**src/sv/square_tone_generator_macros.svh**
```systemverilog
`ifndef SQUARE_TONE_GENERATOR_MACROS_SVH
`define SQUARE_TONE_GENERATOR_MACROS_SVH

// check a condition at every clock edge out of reset
`define STG_ASSERT_ALWAYS(label, cond, msg) \
    label: assert property (@(posedge clk) disable iff (!rst_n) (cond)) else $error(msg);

// check that a condition implies another in the same cycle
`define STG_ASSERT_IMPL(label, pre, post, msg) \
    label: assert property (@(posedge clk) disable iff (!rst_n) (pre) |-> (post)) \
        else $error(msg);

`endif

```
**src/sv/stg_pkg.sv**
```systemverilog
package stg_pkg;

    localparam int LEN_W    = 16;
    localparam int FREQ_W   = 16;
    localparam int VOL_W    = 8;
    localparam int SAMPLE_W = 16;
    localparam int LEVEL_W  = 7;
    localparam int LEFT_W   = 22;
    localparam int PHASE_W  = 32;
    localparam int PERIOD_W = 16;
    localparam int HIGH_W   = 15;
    localparam int AMP_W    = 15;
    localparam int DIVS_W   = 16;

    localparam logic [LEVEL_W-1:0]  LEVEL_MAX     = 7'd100;
    localparam logic [LEVEL_W-1:0]  LEVEL_STEP    = 7'd5;
    localparam logic [LEVEL_W-1:0]  LEVEL_RESET   = 7'd50;
    localparam logic [AMP_W-1:0]    AMP_MAX       = 15'd32767;
    localparam logic [PERIOD_W-1:0] PERIOD_MAX    = 16'd65535;
    localparam logic [LEFT_W-1:0]   LEFT_MAX      = 22'd4194303;
    localparam logic [DIVS_W-1:0]   MS_PER_SECOND = 16'd1000;

    typedef enum logic [1:0] {
        OP_TICK     = 2'd0,
        OP_START    = 2'd1,
        OP_VOL_UP   = 2'd2,
        OP_VOL_DOWN = 2'd3
    } opcode_t;

endpackage

```
**src/sv/stg_divider.sv**
```systemverilog
module stg_divider #(
    parameter int DIVD_W = 33
) (
    input  logic                        clk,
    input  logic                        rst_n,
    input  logic                        start,
    input  logic [DIVD_W-1:0]           dividend,
    input  logic [stg_pkg::DIVS_W-1:0]  divisor,
    output logic                        done,
    output logic [DIVD_W-1:0]           quotient,
    output logic [stg_pkg::DIVS_W-1:0]  remainder
);

    localparam int DW    = stg_pkg::DIVS_W;
    localparam int CNT_W = $clog2(DIVD_W + 1);

    logic             busy_reg;
    logic             done_reg;
    logic [CNT_W-1:0] count_reg;
    logic [DIVD_W-1:0] quo_reg;
    logic [DW-1:0]     rem_reg;
    logic [DW-1:0]     dvs_reg;

    logic [DW:0]   shifted;
    logic [DW+1:0] diff;
    logic          fits;

    always_comb
    begin
        shifted = {rem_reg, quo_reg[DIVD_W-1]};
        diff    = {1'b0, shifted} - {2'b00, dvs_reg};
        fits    = ~diff[DW+1];
    end

    always_ff @(posedge clk or negedge rst_n)
    begin
        if (!rst_n)
        begin
            busy_reg  <= 1'b0;
            done_reg  <= 1'b0;
            count_reg <= '0;
        end
        else
        begin
            done_reg <= 1'b0;
            if (start)
            begin
                busy_reg  <= 1'b1;
                count_reg <= CNT_W'(DIVD_W);
            end
            else if (busy_reg)
            begin
                count_reg <= count_reg - CNT_W'(1);
                if (count_reg == CNT_W'(1))
                begin
                    busy_reg <= 1'b0;
                    done_reg <= 1'b1;
                end
            end
        end
    end

    always_ff @(posedge clk)
    begin
        if (start)
        begin
            quo_reg <= dividend;
            rem_reg <= '0;
            dvs_reg <= divisor;
        end
        else if (busy_reg)
        begin
            quo_reg <= {quo_reg[DIVD_W-2:0], fits};
            rem_reg <= fits ? diff[DW-1:0] : shifted[DW-1:0];
        end
    end

    assign done      = done_reg;
    assign quotient  = quo_reg;
    assign remainder = rem_reg;

endmodule

```
**src/sv/square_tone_generator.sv**
```systemverilog
// Square-wave tone generator, one signed sample per sample-tick beat.
// Input channel (in_valid/in_ready) carries opcode, duration_ms, frequency and
// volume; output channel (out_valid/out_ready) returns one beat per input
// beat with sample, playing and volume_level. cfg_we/cfg_wdata write the
// music enable bit at any edge with cfg_we high.
// Every division goes through one shared restoring divider that retires one
// quotient bit per cycle over a DIVD_W-bit dividend (32 bits at the default rate).
// Work done from input beat accepted to output beat offered:
//   volume step, idle tick, rejected start: no division
//   tick of a playing tone: one modulo division of the phase by the period (none at 0 Hz)
//   start tone: period division, then duration division (duration only at 0 Hz)
// in_ready is high only while the sequencer is idle; the next beat is taken
// as soon as a result sits in the output register, so one result can wait
// while the next item is worked on. A stalled receiver holds the result and
// parks the sequencer before it would overwrite it.
// Reset: music enabled, level 50, no tone loaded, phase 0, output empty.
module square_tone_generator #(
    parameter int SAMPLE_RATE = 32768
) (
    input  logic                                clk,
    input  logic                                rst_n,
    input  logic                                in_valid,
    output logic                                in_ready,
    input  logic [1:0]                          opcode,
    input  logic [stg_pkg::LEN_W-1:0]           duration_ms,
    input  logic [stg_pkg::FREQ_W-1:0]          frequency,
    input  logic [stg_pkg::VOL_W-1:0]           volume,
    output logic                                out_valid,
    input  logic                                out_ready,
    output logic signed [stg_pkg::SAMPLE_W-1:0] sample,
    output logic                                playing,
    output logic [stg_pkg::LEVEL_W-1:0]         volume_level,
    input  logic                                cfg_we,
    input  logic                                cfg_wdata
);

`include "square_tone_generator_macros.svh"

    localparam int SR_W   = $clog2(SAMPLE_RATE + 1);
    localparam int PROD_W = stg_pkg::LEN_W + SR_W;
    localparam int DIVD_W = (PROD_W > stg_pkg::PHASE_W) ? PROD_W : stg_pkg::PHASE_W;
    localparam int AMPP_W = stg_pkg::VOL_W + stg_pkg::LEVEL_W;
    localparam int AMPX_W = AMPP_W + 1;

    typedef enum logic [4:0] {
        ST_IDLE    = 5'b00001,
        ST_DIV_PER = 5'b00010,
        ST_DIV_DUR = 5'b00100,
        ST_DIV_MOD = 5'b01000,
        ST_FIN     = 5'b10000
    } state_t;

    state_t state_reg, state_next;

    logic                            music_enable_reg, music_enable_next;
    logic [stg_pkg::LEVEL_W-1:0]     user_level_reg, user_level_next;
    logic [stg_pkg::LEFT_W-1:0]      samples_left_reg, samples_left_next;
    logic [stg_pkg::PHASE_W-1:0]     phase_reg, phase_next;
    logic [stg_pkg::PERIOD_W-1:0]    period_reg, period_next;
    logic [stg_pkg::HIGH_W-1:0]      high_reg, high_next;
    logic [stg_pkg::AMP_W-1:0]       amp_reg, amp_next;
    logic [DIVD_W-1:0]               dur_prod_reg, dur_prod_next;
    logic [stg_pkg::SAMPLE_W-1:0]    sample_reg, sample_next;
    logic                            out_valid_reg, out_valid_next;
    logic [stg_pkg::SAMPLE_W-1:0]    out_sample_reg, out_sample_next;
    logic                            out_playing_reg, out_playing_next;
    logic [stg_pkg::LEVEL_W-1:0]     out_level_reg, out_level_next;

    logic                            div_start;
    logic [DIVD_W-1:0]               div_dividend;
    logic [stg_pkg::DIVS_W-1:0]      div_divisor;
    logic                            div_done;
    logic [DIVD_W-1:0]               div_quo;
    logic [stg_pkg::DIVS_W-1:0]      div_rem;

    logic [PROD_W-1:0]               len_prod;
    logic [AMPX_W-1:0]               amp_x2;
    logic [stg_pkg::AMP_W-1:0]       amp_sat;
    logic [stg_pkg::PERIOD_W-1:0]    per_sat;
    logic [stg_pkg::LEFT_W-1:0]      left_sat;
    logic [stg_pkg::LEVEL_W:0]       level_up;
    logic [stg_pkg::SAMPLE_W-1:0]    amp_pos;
    logic [stg_pkg::SAMPLE_W-1:0]    amp_neg;

    stg_divider #(
        .DIVD_W (DIVD_W)
    ) u_divider (
        .clk       (clk),
        .rst_n     (rst_n),
        .start     (div_start),
        .dividend  (div_dividend),
        .divisor   (div_divisor),
        .done      (div_done),
        .quotient  (div_quo),
        .remainder (div_rem)
    );

    always_comb
    begin
        len_prod = duration_ms * SR_W'(SAMPLE_RATE);
        amp_x2   = {AMPP_W'(volume) * AMPP_W'(user_level_reg), 1'b0};
        amp_sat  = (amp_x2 > AMPX_W'(stg_pkg::AMP_MAX)) ? stg_pkg::AMP_MAX
                                                         : amp_x2[stg_pkg::AMP_W-1:0];
        per_sat  = (div_quo > DIVD_W'(stg_pkg::PERIOD_MAX)) ? stg_pkg::PERIOD_MAX
                                                             : div_quo[stg_pkg::PERIOD_W-1:0];
        left_sat = (div_quo > DIVD_W'(stg_pkg::LEFT_MAX)) ? stg_pkg::LEFT_MAX
                                                           : div_quo[stg_pkg::LEFT_W-1:0];
        level_up = {1'b0, user_level_reg} + {1'b0, stg_pkg::LEVEL_STEP};
        amp_pos  = {1'b0, amp_reg};
        amp_neg  = (~amp_pos) + stg_pkg::SAMPLE_W'(1);
    end

    always_comb
    begin
        state_next        = state_reg;
        music_enable_next = cfg_we ? cfg_wdata : music_enable_reg;
        user_level_next   = user_level_reg;
        samples_left_next = samples_left_reg;
        phase_next        = phase_reg;
        period_next       = period_reg;
        high_next         = high_reg;
        amp_next          = amp_reg;
        dur_prod_next     = dur_prod_reg;
        sample_next       = sample_reg;
        out_valid_next    = out_valid_reg && !out_ready;
        out_sample_next   = out_sample_reg;
        out_playing_next  = out_playing_reg;
        out_level_next    = out_level_reg;
        div_start         = 1'b0;
        div_dividend      = '0;
        div_divisor       = '0;

        case (state_reg)
            ST_IDLE:
            begin
                if (in_valid)
                begin
                    sample_next = '0;
                    state_next  = ST_FIN;
                    case (opcode)
                        stg_pkg::OP_TICK:
                        begin
                            if (samples_left_reg != '0)
                            begin
                                if (period_reg == '0)
                                begin
                                    phase_next        = phase_reg + stg_pkg::PHASE_W'(1);
                                    samples_left_next = samples_left_reg - stg_pkg::LEFT_W'(1);
                                end
                                else
                                begin
                                    div_start    = 1'b1;
                                    div_dividend = DIVD_W'(phase_reg);
                                    div_divisor  = period_reg;
                                    state_next   = ST_DIV_MOD;
                                end
                            end
                        end
                        stg_pkg::OP_START:
                        begin
                            if (music_enable_reg)
                            begin
                                amp_next      = amp_sat;
                                dur_prod_next = DIVD_W'(len_prod);
                                div_start     = 1'b1;
                                if (frequency == '0)
                                begin
                                    period_next  = '0;
                                    high_next    = '0;
                                    div_dividend = DIVD_W'(len_prod);
                                    div_divisor  = stg_pkg::MS_PER_SECOND;
                                    state_next   = ST_DIV_DUR;
                                end
                                else
                                begin
                                    div_dividend = DIVD_W'(SAMPLE_RATE);
                                    div_divisor  = frequency;
                                    state_next   = ST_DIV_PER;
                                end
                            end
                        end
                        stg_pkg::OP_VOL_UP:
                        begin
                            user_level_next = (level_up > {1'b0, stg_pkg::LEVEL_MAX})
                                              ? stg_pkg::LEVEL_MAX
                                              : level_up[stg_pkg::LEVEL_W-1:0];
                        end
                        stg_pkg::OP_VOL_DOWN:
                        begin
                            user_level_next = (user_level_reg < stg_pkg::LEVEL_STEP)
                                              ? '0 : user_level_reg - stg_pkg::LEVEL_STEP;
                        end
                        default:
                        begin
                            state_next = ST_FIN;
                        end
                    endcase
                end
            end
            ST_DIV_PER:
            begin
                if (div_done)
                begin
                    period_next  = per_sat;
                    high_next    = per_sat[stg_pkg::PERIOD_W-1:1];
                    div_start    = 1'b1;
                    div_dividend = dur_prod_reg;
                    div_divisor  = stg_pkg::MS_PER_SECOND;
                    state_next   = ST_DIV_DUR;
                end
            end
            ST_DIV_DUR:
            begin
                if (div_done)
                begin
                    samples_left_next = left_sat;
                    state_next        = ST_FIN;
                end
            end
            ST_DIV_MOD:
            begin
                if (div_done)
                begin
                    sample_next       = (div_rem < {1'b0, high_reg}) ? amp_pos : amp_neg;
                    phase_next        = phase_reg + stg_pkg::PHASE_W'(1);
                    samples_left_next = samples_left_reg - stg_pkg::LEFT_W'(1);
                    state_next        = ST_FIN;
                end
            end
            ST_FIN:
            begin
                if (!out_valid_reg || out_ready)
                begin
                    out_valid_next   = 1'b1;
                    out_sample_next  = sample_reg;
                    out_playing_next = (samples_left_reg != '0);
                    out_level_next   = user_level_reg;
                    state_next       = ST_IDLE;
                end
            end
            default:
            begin
                state_next = ST_IDLE;
            end
        endcase
    end

    always_ff @(posedge clk or negedge rst_n)
    begin
        if (!rst_n)
        begin
            state_reg        <= ST_IDLE;
            music_enable_reg <= 1'b1;
            user_level_reg   <= stg_pkg::LEVEL_RESET;
            samples_left_reg <= '0;
            phase_reg        <= '0;
            period_reg       <= '0;
            high_reg         <= '0;
            amp_reg          <= '0;
            out_valid_reg    <= 1'b0;
        end
        else
        begin
            state_reg        <= state_next;
            music_enable_reg <= music_enable_next;
            user_level_reg   <= user_level_next;
            samples_left_reg <= samples_left_next;
            phase_reg        <= phase_next;
            period_reg       <= period_next;
            high_reg         <= high_next;
            amp_reg          <= amp_next;
            out_valid_reg    <= out_valid_next;
        end
    end

    always_ff @(posedge clk)
    begin
        dur_prod_reg    <= dur_prod_next;
        sample_reg      <= sample_next;
        out_sample_reg  <= out_sample_next;
        out_playing_reg <= out_playing_next;
        out_level_reg   <= out_level_next;
    end

    assign in_ready     = (state_reg == ST_IDLE);
    assign out_valid    = out_valid_reg;
    assign sample       = $signed(out_sample_reg);
    assign playing      = out_playing_reg;
    assign volume_level = out_level_reg;

    `STG_ASSERT_ALWAYS(a_level_range, user_level_reg <= stg_pkg::LEVEL_MAX,
        "user level above maximum")
    `STG_ASSERT_ALWAYS(a_high_half, high_reg == period_reg[stg_pkg::PERIOD_W-1:1],
        "high half does not match period")
    `STG_ASSERT_IMPL(a_div_done_state, div_done,
        state_reg == ST_DIV_PER || state_reg == ST_DIV_DUR || state_reg == ST_DIV_MOD,
        "divider finished outside a divide state")

endmodule
```
**config.mk**
```make
export PLATFORM = sky130hd
export DESIGN_NAME = square_tone_generator
export DESIGN_NICKNAME = d
export VERILOG_FILES = /design/src/sv/stg_pkg.sv /design/src/sv/stg_divider.sv /design/src/sv/square_tone_generator.sv
export VERILOG_INCLUDE_DIRS = /design/src /design/src/sv
export SDC_FILE = /design/constraint.sdc
export NUM_CORES = 1
export LEC_CHECK = 0
export BUFFER_PORTS_ARGS = -buffer_cell sky130_fd_sc_hd__clkbuf_2
export CORE_MARGIN = 2
export CORE_UTILIZATION = 50
export CTS_CLUSTER_SIZE = 28
export DETAILED_ROUTE_END_ITERATION = 6
export PLACE_DENSITY = 0.67
export SETUP_SLACK_MARGIN = 0.3
export SLEW_MARGIN = 10
export SYNTH_ARGS = -nofsm -noshare
export SYNTH_HDL_FRONTEND = slang
export SYNTH_SLANG_ARGS = --single-unit
```
**constraint.sdc**
```tcl
create_clock -name clk -period 7.4 [get_ports clk]
set_input_delay 1.11 -clock clk [delete_from_list [all_inputs] [get_ports clk]]
set_output_delay 1.11 -clock clk [all_outputs]
set_load 0.03 [all_outputs]
```
==> run_results.csv <==
group,metric,value,unit
drt,drtIter0Drc,825,
cells_and_area,insertedDiodeCount,0,
synth,synthArstFlopShare,47.1,%
worst_setup_path,worst_ep_arrival_time,5.87,ns
floorplan,fp.dieW,168,microns
synth,yosys_most_used_dff,"sky130_fd_sc_hd__edfxtp_1",
placement,total_cell_area_at_the_placement_stage,14100,sq um
synth,post_synth_num_cell_types,74,
worst_setup_path,critical_path_required,7.80,ns
floorplan,initial_utilization,50.4,%
worst_setup_path,setup.reg_to_reg.worst_slack,1.93,ns
clock_tree,clock_h_tree_levels,1,
sta,finalCritPeriodShare,73.9,%
global_route,grt_remaining_overflow,0,
outcome,status,"finished clean",
floorplan,die-area,28300,sq um
sta,max-slew-margin-rel,24.6,%
power_and_ir_drop,p_per_area,446,nW/um^2
floorplan,rows,60,
power_and_ir_drop,sequentialPowerShare,33.1,%
drt,vias_per_cell,5.91,
sta,finalSetupViolations,0,
clock_tree,clk_transition_reported_paths,0.06,ns
job,cap_viol_max_count,0,
synth,syn-num-nets,1516,
synth,synth_compound_gate_area_share,17.3,%
worst_setup_path,worstSetupEndpoint,"amp_reg[14]",
cells_and_area,syn_to_final_growth,11.3,%
global_route,grt_antenna_before_repair,0,
worst_setup_path,endpoint_kind_of_the_worst_setup_timing_path,"register",
worst_setup_path,worstRegToRegCells,18,
worst_setup_path,worstReg2RegEnd,"amp_reg[14]",
floorplan,core_area,26700,sq um
global_route,global_route_wire_length_before_repair,52.3,mm
power_and_ir_drop,power_report.internal_total,4.00,mW
floorplan,chipHeight,168,microns
sta,fin_skew,0.0180,ns
global_route,largest_net_degree_at_the_start_of_global_routing,78,
clock_tree,cts-buffers-inserted,25,
synth,post_synth_fa_ha_maj_area_fraction,11.1,%
synth,yosysSeqAreaShare,45.5,%
synth,synth_top_cells_by_count,"sky130_fd_sc_hd__nand2_1, sky130_fd_sc_hd__o21ai_0, sky130_fd_sc_hd__edfxtp_1",
clock_tree,cts_sinks,227,
floorplan,boundaryPins,74,
cells_and_area,postLayoutCellArea,15000,sq um
worst_hold_path,timing.hold.worst.class,"register to register",
synth,multiplexer_share_of_the_synthesized_area,1.23,%
synth,synthTopCellsByArea,"sky130_fd_sc_hd__edfxtp_1, sky130_fd_sc_hd__dfrtp_1, sky130_fd_sc_hd__ha_1",
drt,post-route-drc-count,0,
drt,wirelength_per_cell,17.7,microns
power_and_ir_drop,net-switching-power,2.70,mW
power_and_ir_drop,clockPowerShare,19.9,%
sta,final-hold-violation-count,0,
placement,globalplace.congestion,0.847,
placement,hpwl_after_dpl,22.3,mm
clock_tree,clock-root-buffer,"sky130_fd_sc_hd__clkbuf_16",
clock_tree,cts_tree,"yes",
drt,routed-via-count,10485,
clock_tree,post_cts_buffers,0,
drt,ant_nets,0,
sta,worst-slew-pin-transition,1.13,ns
synth,synth_enable_flop_cells,104,
placement,i_o_buffers,73,
power_and_ir_drop,share_of_total_power_consumed_by_net_switching,40.3,%
synth,synth.largest_area_cell,"sky130_fd_sc_hd__edfxtp_1",
synth,yosys.area_share.xor_xnor,4.16,%
cells_and_area,number_of_nets_in_the_layout,1562,
cells_and_area,drive_above_1_share,10.7,%
synth,post_synth_and_or_nand_nor_area_fraction,16.3,%
synth,synthesis.area,13500,sq um
synth,flip_flop_and_latch_count_after_synthesis,227,
drt,routed_wl,31.4,mm
power_and_ir_drop,power_frac_comb,47.0,%
worst_setup_path,worstReg2RegStart,"user_level_reg[3]",
sta,total_count_of_max_transition_violations_in_the_final_report,0,
synth,syn-mean-instance-area,9.85,sq um
worst_setup_path,kind_of_critical_path,"register to register",
clock_tree,post_cts_hold_buffer_count,0,
worst_setup_path,crit_start,"user_level_reg[3]",
sta,fin_crit,5.47,ns
worst_setup_path,crit_path_start_kind,"register",
synth,syn-instance-count,1367,
sta,fmaxAchievable,183,MHz
sta,finalSetupTns,0,ns
drt,detailedRoute.firstPassIterationCount,5,
clock_tree,clock_path_buffers,3,
clock_tree,post_cts.resized_instances,0,
synth,netlist.area_leader.share,23.2,%
clock_tree,insertion_delay,0.53,ns
synth,synth_top_family_by_area,"compound AO/OA/AOI/OAI gates",
power_and_ir_drop,reported_leakage_power,6.37,nW
synth,yosysWarnings,0,
global_route,grt_util_all_layers,22.6,%
power_and_ir_drop,ir_drop,0.340,mV
worst_setup_path,crit_fanout,22,
sta,grt_setup_unrepaired,"no",
global_route,via_count_of_the_first_global_routing_pass,10198,
==> cell usage in the layout (no fill, tap or decap), types with 30 or more instances in the layout <==
cell	count
sky130_fd_sc_hd__nor2_1	95
sky130_fd_sc_hd__a21oi_1	73
sky130_fd_sc_hd__o21ai_0	115
sky130_fd_sc_hd__nand2_1	115
sky130_fd_sc_hd__a22oi_1	44
sky130_fd_sc_hd__inv_1	87
sky130_fd_sc_hd__xnor2_1	51
sky130_fd_sc_hd__ha_1	71
sky130_fd_sc_hd__and2_1	45
sky130_fd_sc_hd__clkbuf_2	72
sky130_fd_sc_hd__nor3_1	37
sky130_fd_sc_hd__nand3_1	39
sky130_fd_sc_hd__edfxtp_1	104
sky130_fd_sc_hd__dfrtp_1	102
sky130_fd_sc_hd__fa_1	30
==> area by class of cell <==
| class | count | area [sq um] |
|---|---|---|
| Clock inverter | 10 | 135 |
| Timing Repair Buffer | 86 | 465 |
| Sequential cell | 227 | 6130 |
| Clock buffer | 36 | 759 |
| Inverter | 88 | 330 |
| Tap cell | 341 | 427 |
| Multi-Input combinational cell | 985 | 6750 |
| Fill cell | 2345 | 11700 |
==> logic make-up (layout without fill, tap and decap cells) <==
group / Yosys count / in the layout
flip-flops: 227 / 227
XOR/XNOR: 64 / 64
multiplexers: 16 / 16
AO/OA/AOI/OAI: 364 / 364
buffers and inverters: 155 / 220
AND/OR/NAND/NOR: 440 / 440
adder cells (fa/ha/maj): 101 / 101
==> power by group through the flow <==
stage                     combinational (mW)  clock [mW]  sequential [mW]
after floorplan                         2.53           0             2.06
after global placement                  3.05           0             2.22
after detailed placement                3.14           0             2.22
after CTS                               3.17        1.36             2.21
after global routing                    3.62        1.41             2.26
final                                   3.15        1.33             2.21
==> worst max-delay path, stage by stage, from the launching register on <==
cell	delay (ns)
sky130_fd_sc_hd__dfrtp_1	0.63
sky130_fd_sc_hd__and2_1	0.31
sky130_fd_sc_hd__fa_1	0.54
sky130_fd_sc_hd__inv_1	0.05
sky130_fd_sc_hd__fa_1	0.47
sky130_fd_sc_hd__inv_1	0.05
sky130_fd_sc_hd__fa_1	0.52
sky130_fd_sc_hd__inv_1	0.06
sky130_fd_sc_hd__fa_1	0.52
sky130_fd_sc_hd__inv_1	0.04
sky130_fd_sc_hd__ha_1	0.34
sky130_fd_sc_hd__o21ai_0	0.09
sky130_fd_sc_hd__nor2_1	0.09
sky130_fd_sc_hd__o41a_1	0.33
sky130_fd_sc_hd__and4_1	0.22
sky130_fd_sc_hd__o22ai_1	0.15
sky130_fd_sc_hd__xnor2_1	0.16
sky130_fd_sc_hd__nand2_1	0.32
sky130_fd_sc_hd__o32a_1	0.45
==> per-layer routing <==
layer  GRT usage (%)  up-vias  routed length, microns
li1                -     5027                       -
met1            32.9     5098                   14700
met2            36.5      318                   14500
met3            2.68       42                    1710
met4            5.73        0                     544
met5               0        -                       0
==> stage by stage <==
| step | total power [mW] | std cells | util [%] | hold slack [ns] | setup slack (ns) |
|---|---|---|---|---|---|
| floorplan | 4.60 | 1367 | - | 0.400 | 1.99 |
| global placement | 5.26 | 1727 | 52.8 | 0.405 | 1.53 |
| detailed placement | 5.36 | 1727 | 52.8 | 0.405 | 1.43 |
| CTS | 6.73 | 1773 | 56.1 | 0.419 | 1.90 |
| global route | 7.29 | 1773 | 56.1 | 0.423 | 1.56 |
| finish | 6.69 | 1773 | 56.1 | 0.418 | 1.93 |
==> how the worst min path moves through the flow <==
stage              startpoint    endpoint  slack [ns]  cells past startpoint
2_1_floorplan   sample_reg[0]   sample[0]        0.40                      0
3_3_place_gp    sample_reg[0]   sample[0]        0.40                      0
3_5_place_dp    sample_reg[0]   sample[0]        0.40                      0
4_1_cts        sample_reg[10]  sample[10]        0.42                      0
5_1_grt         sample_reg[9]   sample[9]        0.42                      0
6_report       sample_reg[10]  sample[10]        0.42                      0
Note: power is estimated with default switching activity, not from simulation.
